`src/design/pfb_pkg.sv`:
```
// ----------------------------------------------------------------------------
// pfb_pkg: shared types and codes of the page framebuffer bar renderer
// Command and status codes, and the control and status bundles that pass
// between the controller and the datapath.
// ----------------------------------------------------------------------------
package pfb_pkg;

  localparam logic [1:0] CMD_CLEAR = 2'd0;
  localparam logic [1:0] CMD_PIXEL = 2'd1;
  localparam logic [1:0] CMD_BAR   = 2'd2;
  localparam logic [1:0] CMD_READ  = 2'd3;

  localparam logic [1:0] ST_DONE        = 2'd0;
  localparam logic [1:0] ST_BAR_IGNORED = 2'd1;
  localparam logic [1:0] ST_READ_RANGE  = 2'd2;

  // Quotient width of the fill divider: a 16-bit value times an 8-bit width.
  localparam int DIV_QW = 24;
  localparam int DIV_DW = 16;

  typedef struct packed {
    logic       latch;
    logic       clr_step;
    logic       div_load;
    logic       rd_pix;
    logic       wr_pix;
    logic       rd_byte;
    logic       adv;
    logic       finish;
    logic       fin_data;
    logic [1:0] fin_status;
  } pfb_ctl_t;

  typedef struct packed {
    logic clr_last;
    logic div_busy;
    logic on_panel;
    logic last_pix;
    logic max_nonpos;
    logic size_zero;
    logic idx_out;
  } pfb_sts_t;

endpackage

```
`src/design/pfb_ctrl.sv`:
```
// ----------------------------------------------------------------------------
// pfb_ctrl: command sequencer of the page framebuffer bar renderer
// Runs the clearing pass after reset and steps each command through the
// datapath: clear sweep, bar setup and divide, pixel walk, byte read.
// ----------------------------------------------------------------------------
module pfb_ctrl (
  input  logic               clk,
  input  logic               rst_n,
  input  logic               start,
  input  logic [1:0]         in_cmd,
  output logic               busy,
  output pfb_pkg::pfb_ctl_t  ctl,
  input  pfb_pkg::pfb_sts_t  sts
);
  import pfb_pkg::*;

  localparam logic [3:0] S_RST_CLR = 4'd0;
  localparam logic [3:0] S_IDLE    = 4'd1;
  localparam logic [3:0] S_CLEAR   = 4'd2;
  localparam logic [3:0] S_BAR_CHK = 4'd3;
  localparam logic [3:0] S_DIV     = 4'd4;
  localparam logic [3:0] S_PIX_RD  = 4'd5;
  localparam logic [3:0] S_PIX_WR  = 4'd6;
  localparam logic [3:0] S_READ    = 4'd7;
  localparam logic [3:0] S_RD_DATA = 4'd8;

  logic [3:0] state_r, state_nxt;

  always_comb begin
    state_nxt = state_r;
    ctl       = '0;
    unique case (state_r)
      S_RST_CLR: begin
        ctl.clr_step = 1'b1;
        if (sts.clr_last) begin
          state_nxt = S_IDLE;
        end
      end
      S_IDLE: begin
        if (start) begin
          ctl.latch = 1'b1;
          unique case (in_cmd)
            CMD_CLEAR: state_nxt = S_CLEAR;
            CMD_PIXEL: state_nxt = S_PIX_RD;
            CMD_BAR:   state_nxt = S_BAR_CHK;
            default:   state_nxt = S_READ;
          endcase
        end
      end
      S_CLEAR: begin
        ctl.clr_step = 1'b1;
        if (sts.clr_last) begin
          ctl.finish     = 1'b1;
          ctl.fin_status = ST_DONE;
          state_nxt      = S_IDLE;
        end
      end
      S_BAR_CHK: begin
        if (sts.max_nonpos) begin
          ctl.finish     = 1'b1;
          ctl.fin_status = ST_BAR_IGNORED;
          state_nxt      = S_IDLE;
        end else if (sts.size_zero) begin
          ctl.finish     = 1'b1;
          ctl.fin_status = ST_DONE;
          state_nxt      = S_IDLE;
        end else begin
          ctl.div_load = 1'b1;
          state_nxt    = S_DIV;
        end
      end
      S_DIV: begin
        if (!sts.div_busy) begin
          state_nxt = S_PIX_RD;
        end
      end
      S_PIX_RD: begin
        // Pixels off the panel are stepped over without a store access.
        if (sts.on_panel) begin
          ctl.rd_pix = 1'b1;
          state_nxt  = S_PIX_WR;
        end else begin
          ctl.adv = 1'b1;
          if (sts.last_pix) begin
            ctl.finish     = 1'b1;
            ctl.fin_status = ST_DONE;
            state_nxt      = S_IDLE;
          end
        end
      end
      S_PIX_WR: begin
        ctl.wr_pix = 1'b1;
        ctl.adv    = 1'b1;
        if (sts.last_pix) begin
          ctl.finish     = 1'b1;
          ctl.fin_status = ST_DONE;
          state_nxt      = S_IDLE;
        end else begin
          state_nxt = S_PIX_RD;
        end
      end
      S_READ: begin
        if (sts.idx_out) begin
          ctl.finish     = 1'b1;
          ctl.fin_status = ST_READ_RANGE;
          state_nxt      = S_IDLE;
        end else begin
          ctl.rd_byte = 1'b1;
          state_nxt   = S_RD_DATA;
        end
      end
      S_RD_DATA: begin
        ctl.finish     = 1'b1;
        ctl.fin_data   = 1'b1;
        ctl.fin_status = ST_DONE;
        state_nxt      = S_IDLE;
      end
      default: begin
        state_nxt = S_IDLE;
      end
    endcase
  end

  always_ff @(posedge clk) begin
    if (!rst_n) begin
      state_r <= S_RST_CLR;
    end else begin
      state_r <= state_nxt;
    end
  end

  assign busy = (state_r != S_IDLE);

endmodule

```
`config.mk`:
```
export PLATFORM = sky130hd
export DESIGN_NAME = pfb_ctrl
export DESIGN_NICKNAME = d
export VERILOG_FILES = /design/src/design/pfb_pkg.sv /design/src/design/pfb_ctrl.sv
export SDC_FILE = /design/constraint.sdc
export NUM_CORES = 1
export LEC_CHECK = 0
export ABC_AREA = 1
export BUFFER_PORTS_ARGS = -buffer_cell sky130_fd_sc_hd__buf_2
export CAP_MARGIN = 20
export CORE_AREA = 3 3 40 42
export DETAILED_ROUTE_END_ITERATION = 8
export DIE_AREA = 0 0 43 45
export SYNTH_ARGS = -nofsm -noshare
export SYNTH_HDL_FRONTEND = slang
export SYNTH_SLANG_ARGS = --single-unit
```
`constraint.sdc`:
```
create_clock -name clk -period 1.8 [get_ports clk]
set_input_delay 0.18 -clock clk [delete_from_list [all_inputs] [get_ports clk]]
set_output_delay 0.18 -clock clk [all_outputs]
set_load 0.1 [all_outputs]
```
==> results by stage, run 1 <==
Timing:
- Of the available clock period, the critical path in the final layout requires 0.924.
- The remaining max-slew budget at the tightest pin is 0.676.
- Clock skew on the completed layout was measured at 0.00279 ns.
- Setup violations remaining at the end of the flow were counted as 0.
- The achievable clock frequency is 601 MHz.
- The max-slew violation count is 0.
- The number of hold violations in the final report is 0.
- Hold is met by 0.170 ns.
- The time the worst path needs with I/O delays and setup is 1.66 ns.
- For the pin with the worst max-slew slack, the measured transition is 0.489 ns.

Global route:
- The number of global-route vias before repair is 557.
- Entering global routing, the biggest net connects 10 pins.
- For met3 alone, demand over resource in global routing was 0.0279.
- For this run, the total global-route usage over all layers was measured as 0.157.
- The busiest layer in global routing is met2.
- The total overflow reported by the global router is 0.
- The global-route track usage on met1 is 0.192.
- The global-route track usage on met2 is 0.269.
- The first global-routing pass estimated 2290 um of wire.
- The number of antenna violations at the first check in global routing is 0.

Critical path:
- The most critical setup path has its startpoint at state_r[1]$_SDFFE_PN0P_.
- At the worst endpoint, the required time is 1.62 ns.
- The maximum net fanout on the critical path is 9.
- The endpoint type of the worst setup path is an output port.
- The worst setup path is launched from a flip-flop.
- The flop-to-flop setup slack is 0.48 ns.
- The end of the worst register-to-register path is state_r[1]$_SDFFE_PN0P_.
- The arrival time of the worst setup path is 1.48 ns.
- The launching point of the worst reg2reg path is state_r[0]$_SDFFE_PN0P_.
- The destination of the critical timing path is ctl[3].
- The number of cells on the worst reg-to-reg path is 8.
- The start-to-end type of the worst setup path is flip-flop to output port.

Synthesis:
- The biggest area contributor in the post-synthesis netlist is dfxtp_1.
- The sequential element share of the synthesized area is 0.181.
- Averaged over all synthesized cells, the footprint is 5.45 um2.
- Synthesis inferred 4 register bits.
- When the netlist entered floorplanning its net count stood at 93.
- By count the netlist is led by nand2_1 (19), inv_1 (14), nand3_1 (12), nor2_1 (6).
- In the post-synthesis netlist, the biggest area contributors are dfxtp_1 (18%), nand2_1 (16%), nand3_1 (14%), inv_1 (12%), nor2_1 (5.1%).
- After synthesis the cells add up to 442 um2.
- Counting flops with an async set or reset pin after synthesis yields a share of 0.
- Of the post-synthesis cell area, the dominant cell type holds 0.181.
- The top flip-flop cell by instance count after synthesis is dfxtp_1.
- Yosys instantiated no cell more often than nand2_1.
- In the synthesized netlist, the number of instances is 81.
- The Yosys step of the flow raised 0 warnings.
- The number of flops mapped to enable cells by yosys is 0.
- The number of distinct standard cells referenced by the synthesized netlist is 19.

Final layout:
- The area added between synthesis and finish is 85.8%.
- The total inserted antenna cells is 0.
- Of the cells placed in the final design, the portion with a size suffix greater than 1 is 0.436.
- The finished layout holds 125 standard cells, fillers aside.
- Ranked by flip-flop count, first place goes to state_r.
- The net count of the finished layout is 123.
- The flip-flop count of the largest register, all copies and words added is 4.
- The largest registers in the layout are state_r: 4 flops.

Place:
- The HPWL reported at the end of detailed placement is 1120 um.
- The placed cell count is 120.
- The count of buffers added on input and output ports is 23.
- The routability congestion estimate is 0.838.

Flow run:
- The number of max-cap violations is 0.

Power:
- VDD sags by at most 0.510 mV.
- For this design the ratio of total power to cell area is 781 mW/mm2.
- The leakage power is 0.424 nW.

Clocking:
- Clock-pin slew was measured on the worst setup and hold paths at 0.04 ns.
- The TritonCTS clock tree is done.
- Clock latency on the worst-skew pair, taken at its later pin, is 0.23 ns.
- The tree is rooted in a clkbuf_4.
- The number of buffers added to fix hold violations after cts is 0.
- The number of buffers inserted during clock tree synthesis is 3.
- The worst-case clock buffer depth is 2.
- The clock net sink count is 4.
- CTS built an H-tree with a depth of 1.

Outcome:
- The run finished with clean final reports.

Worst hold path:
- The min-delay analysis places its worst path in the category input pin to flip-flop.

Routing:
- The mean routed wirelength per cell is 10.2 um.
- The count of nets left with antenna violations once routing finished came out at 0.
- Before antenna repair, the detailed router went through 4 iterations.
- For this run, design rule violations remaining after detail routing come to 0.
- In this run, the number of DRC markers left after iteration 0 of detailed routing was 14.
- The routed via count is 604.
- The detail-routed via count per cell is 4.83.
- The total wire length after detailed routing is 1280 um.

Floorplan:
- The starting density of the core is 0.344.
- Measured along the x axis, the die boundary spans 43 um.
- Row generation in the floorplan step produced 13 rows.
- Measured along the y axis, the die boundary spans 45 um.
- The core region area is 0.00128 mm2.
- The boundary pin count is 24.
- The floorplan step defined a die boundary enclosing 0.00194 mm2.
[critical path: stages, from the launching register on]
cell and delay (ns):
dfxtp_2 0.38, nand2_1 0.13, inv_2 0.06, nand3_1 0.09
inv_1 0.09, nor3_2 0.22, nand3_4 0.10, buf_12 0.17
[logic make-up after synthesis]
logic type	Yosys count	share of synthesized area
and+or+nand+nor	49	0.544
AOI/OAI and AO/OA	8	0.0963
buffers and inverters	20	0.178
DFF	4	0.181
[routing by layer]
layer	wire, um	vias up	part of all wire
li1	-	322	-
met1	548	262	0.43
met2	644	20	0.50
met3	83	0	0.065
met4	0	0	0
met5	0	-	0
[layout make-up]
| class | count | area, um2 |
|---|---|---|
| clock buffers | 4 | 26.3 |
| fillers | 121 | 464 |
| inverters | 19 | 73.8 |
| multi-input cells | 57 | 342 |
| flip-flops and latches | 4 | 87.6 |
| well taps | 15 | 18.8 |
| repair buffers | 26 | 273 |
[power by group]
| group | leakage (nW) | total (mW) | internal, mW | switching, mW |
|---|---|---|---|---|
| clock network | 0.0150 | 0.120 | 0.0832 | 0.0364 |
| logic | 0.375 | 0.397 | 0.127 | 0.270 |
| registers | 0.0346 | 0.124 | 0.101 | 0.0236 |
[worst min-delay path by stage]
stage,end,startpoint,cells past startpoint
after global routing,state_r[3]$_SDFFE_PN0P_,sts[0],2
after detailed placement,state_r[3]$_SDFFE_PN0P_,sts[0],2
after CTS,state_r[3]$_SDFFE_PN0P_,sts[0],2
final,state_r[3]$_SDFFE_PN0P_,sts[0],2
after global placement,state_r[3]$_SDFFE_PN0P_,sts[0],2
after floorplan,state_r[3]$_SDFFE_PN0P_,sts[0],1
[through the flow]
stage,TNS (ns),utilization,cell area (um2),total power [mW],setup WS [ns]
finish,0,0.639,821,0.641,0.136
global route,-0.00374,0.639,821,0.688,-0.00374
CTS,0,0.631,811,0.637,0.0203
detailed placement,0,0.610,783,0.511,0.214
global placement,0,0.610,783,0.508,0.232
floorplan,-0.369,-,507,0.398,-0.354
[cell usage in the layout, fill, tap and decap left out, drive strengths merged, types with 2 or more instances in the layout]
| cell | n |
|---|---|
| nor4 | 2 |
| nor2 | 9 |
| nor3 | 3 |
| nand3 | 13 |
| dfxtp | 4 |
| a21oi | 4 |
| inv | 18 |
| clkbuf | 4 |
| buf | 26 |
| o21ai | 3 |
| nand2 | 19 |
[timing repair]
item	in CTS	in global routing
buffers inserted	0	1
cloned	0	0
pin swaps	0	2
gates resized for setup	1	2
setup endpoints to repair	1	1
No activity file was read; power rests on OpenSTA's default activity.
==> run 2, diff against run 1 <==
--- a/config.mk
+++ b/config.mk
@@ -5,7 +5,6 @@
 export SDC_FILE = /design/constraint.sdc
 export NUM_CORES = 1
 export LEC_CHECK = 0
-export ABC_AREA = 1
 export BUFFER_PORTS_ARGS = -buffer_cell sky130_fd_sc_hd__buf_2
 export CAP_MARGIN = 20
 export CORE_AREA = 3 3 40 42
==> run 2 against run 1 <==
  * Synthesized area rose by 4.5%
  * Clock power down 11%
  * Sequential cell count unchanged
  * Via count fell by 5.0%
  * Total power decreased by 15%
  * Die area unchanged
  * Clock-buffer cell count decreased by 1
  * Cell area increased by 6.9%
  * Setup slack worse by 0.11 ns
  * Global-route usage decreased by 0.070 points
  * Largest cell class unchanged
  * Largest power group unchanged
==> results by stage, run 2 <==
Clocking:
- The setup fix buffers added after clock tree synthesis is 0.
- The TritonCTS clock tree is done.
- Buffers inserted to repair hold after CTS numbered 0.
- The worst-case clock buffer depth is 2.
- The cell chosen for the clock root is clkbuf_4.
- The clock net sink count is 4.
- Counting the buffers created by CTS gives 3.
- The H-tree depth is 1.
- The CTS clock-pin slew for the worst setup and hold paths is 0.04 ns.
- The clock latency on the worst-skew pair is 0.23 ns.

Synthesis:
- The number of cells produced by synthesis is 63.
- The sequential element share of the synthesized area is 0.173.
- Counting every net in the synthesized netlist gives 75.
- During synthesis, Yosys emitted a total of 0 warnings.
- The combined area of all synthesized cells is 462 um2.
- The top flip-flop cell by instance count after synthesis is dfxtp_1.
- The top cell type's share of synthesized area is 0.173.
- In this run, synthesis produced a sequential element count of 4.
- The synthesized netlist contains 31 unique library cells.
- Ranked by instance count, the synthesized netlist is headed by nand2_1 (5), nor2_1 (5), dfxtp_1 (4), nor3_1 (4).
- For this run, asynchronously set or reset flops after synthesis account for 0.
- Sorting the synthesized cells by area gives the leading types as dfxtp_1 (17%), a2111oi_4 (6.0%), a32oi_1 (5.7%), nor3_1 (4.3%), nand2_1 (4.1%).
- In this run, synthesis inferred 0 flip-flops with an integrated enable.
- The library cell with the largest summed area after synthesis is dfxtp_1.
- The synthesized area per cell is 7.33 um2.

Final layout:
- In the final layout, flip-flops and latches occupy 83.8 um2.
- Leaving out fill and tap cells, the most frequent cell in the layout is buf_2.
- The finished layout cell area is 877 um2.
- The register with the most flip-flops in the layout has 4 of them.
- The filler cells instantiated in the layout total 110.
- Leaving out fill and tap cells, the most frequent cells in the layout are buf_2 (13), buf_12 (10), nand2_1 (4), nor2_2 (4), buf_4 (4).
- The layout cell share with drive strength beyond 1 is 0.567.
- The register name with the most flops is state_r.
- The area added between synthesis and finish is 90.0%.
- The repair_antennas step left the layout with diodes totalling 0.
- The largest registers in the layout are state_r: 4 flops.
- The multi-input combinational cells in the finished layout cover a total of 434 um2.
- The final-stage net count is 104.
- The post-route core utilization is 0.683.

Place:
- Detailed placement finished with a half-perimeter wire length of 1150 um.
- The routability congestion estimate is 0.880.
- The number of buffers added on ports is 23.
- The placed standard-cell area is 822 um2.

Global route:
- The number of antenna violations at the first check in global routing is 0.
- The total overflow reported by the global router is 0.
- In the global route stage, overall resource usage came out at 0.157.
- The global-route track usage on met1 is 0.178.
- In the global route stage, met3 resource usage came out at 0.0279.
- The global-route track usage on met2 is 0.275.
- The number of global-route vias before repair was 542.
- Entering global routing, the biggest net connects 13 pins.
- The first-pass GRT wire length is 2260 um.
- The global routing stage identified its most utilized layer as met2.

Outcome:
- The flow ran to the end, and the final reports show no timing, DRC or antenna violations.

Timing:
- The share of the cycle needed by the critical path after routing is 0.984.
- Setup repair after global routing could not meet its margin everywhere.
- The number of hold violations in the final report came to 0.
- The transition at the pin with the smallest max-transition slack is 0.486 ns.
- Timing would allow up to 565 MHz.
- The max-slew violation count is 0.
- The final count of negative-setup-slack endpoints is 0.
- Headroom to the max-slew limit came out at 0.678.
- The sum of negative setup slack is 0 ns.
- After layout, the minimum clock period comes to 1.77 ns.
- Between clock sinks in the finished design, the worst skew comes to 0.0000432 ns.

Flow run:
- Across the run, the number of max-cap violations was 0.

Floorplan:
- Row generation in the floorplan step produced 13 rows.
- The core region area is 0.00128 mm2.
- The die boundary height is 45 um.
- The die covers 0.00194 mm2.
- For this design the top-level I/O count stands at 24.
- The floorplan step set the die width to 43 um.
- For this configuration, the core starts out at a cell density of 0.359.

Critical path:
- Data on the critical path is required at its endpoint by 1.62 ns.
- The worst setup path is captured at an output port.
- The kind of launch point of the worst setup path is a flip-flop.
- The critical path in this run is classified as flip-flop to output port.
- At the worst endpoint, the arrival time is 1.59 ns.
- The maximum net fanout on the critical path is 5.

Power:
- In this run the static leakage power is 0.344 nW.
- The analysis attributes to net switching a power of 0.252 mW.
- IR analysis of the VDD net gives a maximum drop of 0.444 mV.
- Of the total power, the share spent switching nets is 0.463.
- The cell internal power dissipation is 0.292 mW.
- The share of total power dissipated in sequential elements is 0.217.
- Dividing total power by cell area gives a power density of 620 mW/mm2.
- The share of total power in the clock network is 0.198.
- The part of the power in combinational logic is 0.585.

Routing:
- The mean routed wirelength per cell is 13.3 um.
- The detailed router finished its first iteration with 4 violations.
- The count of nets left with antenna violations after detail routing is 0.
- The detail-routed via count per cell is 5.47.
- The routed layout has 574 vias.
- The final layout contains routed wiring with a total length of 1400 um.
- For this run, design rule violations remaining after detail routing come to 0.
- The number of search-and-repair iterations in the first detailed-routing pass is 2.

Worst hold path:
- The classification of the worst-slack hold path is input pin to flip-flop.
==> run 2: final cells by class <==
cell class | count | area share
Multi-Input combinational cell | 52 | 0.495
Timing Repair Buffer | 28 | 0.350
Sequential cell | 4 | 0.0956
Clock buffer | 3 | 0.0257
Tap cell | 15 | 0.0214
Inverter | 3 | 0.0128
==> run 2: critical path, cell delays in order, from the launching register on <==
cell      delay (ns)
dfxtp_2         0.33
or3_4           0.39
a32oi_2         0.20
or3_4           0.16
o221ai_4        0.09
buf_12          0.19
==> run 2: power groups by stage <==
stage                     combinational (mW)  sequential, mW  clock (mW)
final                                  0.318           0.118       0.107
after global routing                   0.337           0.120       0.117
after CTS                              0.308           0.114       0.115
after detailed placement               0.307           0.115           0
after global placement                 0.307           0.115           0
after floorplan                        0.221           0.105           0
==> run 2: per-stage QoR <==
stage	worst slack, ns	cells	hold slack [ns]	total power, mW
6_report	0.0293	105	0.225	0.544
5_1_grt	-0.0382	105	0.249	0.574
4_1_cts	0.00442	105	0.221	0.537
3_5_place_dp	0.175	102	0.461	0.422
3_3_place_gp	0.221	102	0.455	0.421
2_1_floorplan	-0.278	63	0.302	0.326
==> run 2: final timing paths <==
kind	start	endpoint	slack (ns)	depth (start not counted)
worst min register to register	state_r[0]$_SDFFE_PN0P_	state_r[1]$_SDFFE_PN0P_	0.55	2
worst max-delay path	state_r[2]$_SDFFE_PN0P_	ctl[3]	0.03	5
worst min-delay path	rst_n	state_r[3]$_SDFFE_PN0P_	0.23	2
worst max register to register	state_r[0]$_SDFFE_PN0P_	state_r[0]$_SDFFE_PN0P_	0.43	5
==> run 2: per-layer routing <==
layer	vias up	wire, um
li1	295	-
met1	265	615
met2	14	730
met3	0	52
met4	0	0
met5	-	0
==> run 2: cells by family (layout without fill, tap and decap cells) <==
family / Yosys count / count (layout) / share of synthesized area
compound gates: 18 / 18 / 0.312
simple gates: 34 / 34 / 0.434
flops: 4 / 4 / 0.173
buf+inv: 7 / 34 / 0.0813
==> run 2: what timing repair did <==
item,CTS,global route
endpoints found under the setup margin,2,2
resized for setup,1,9
pin swaps,0,2
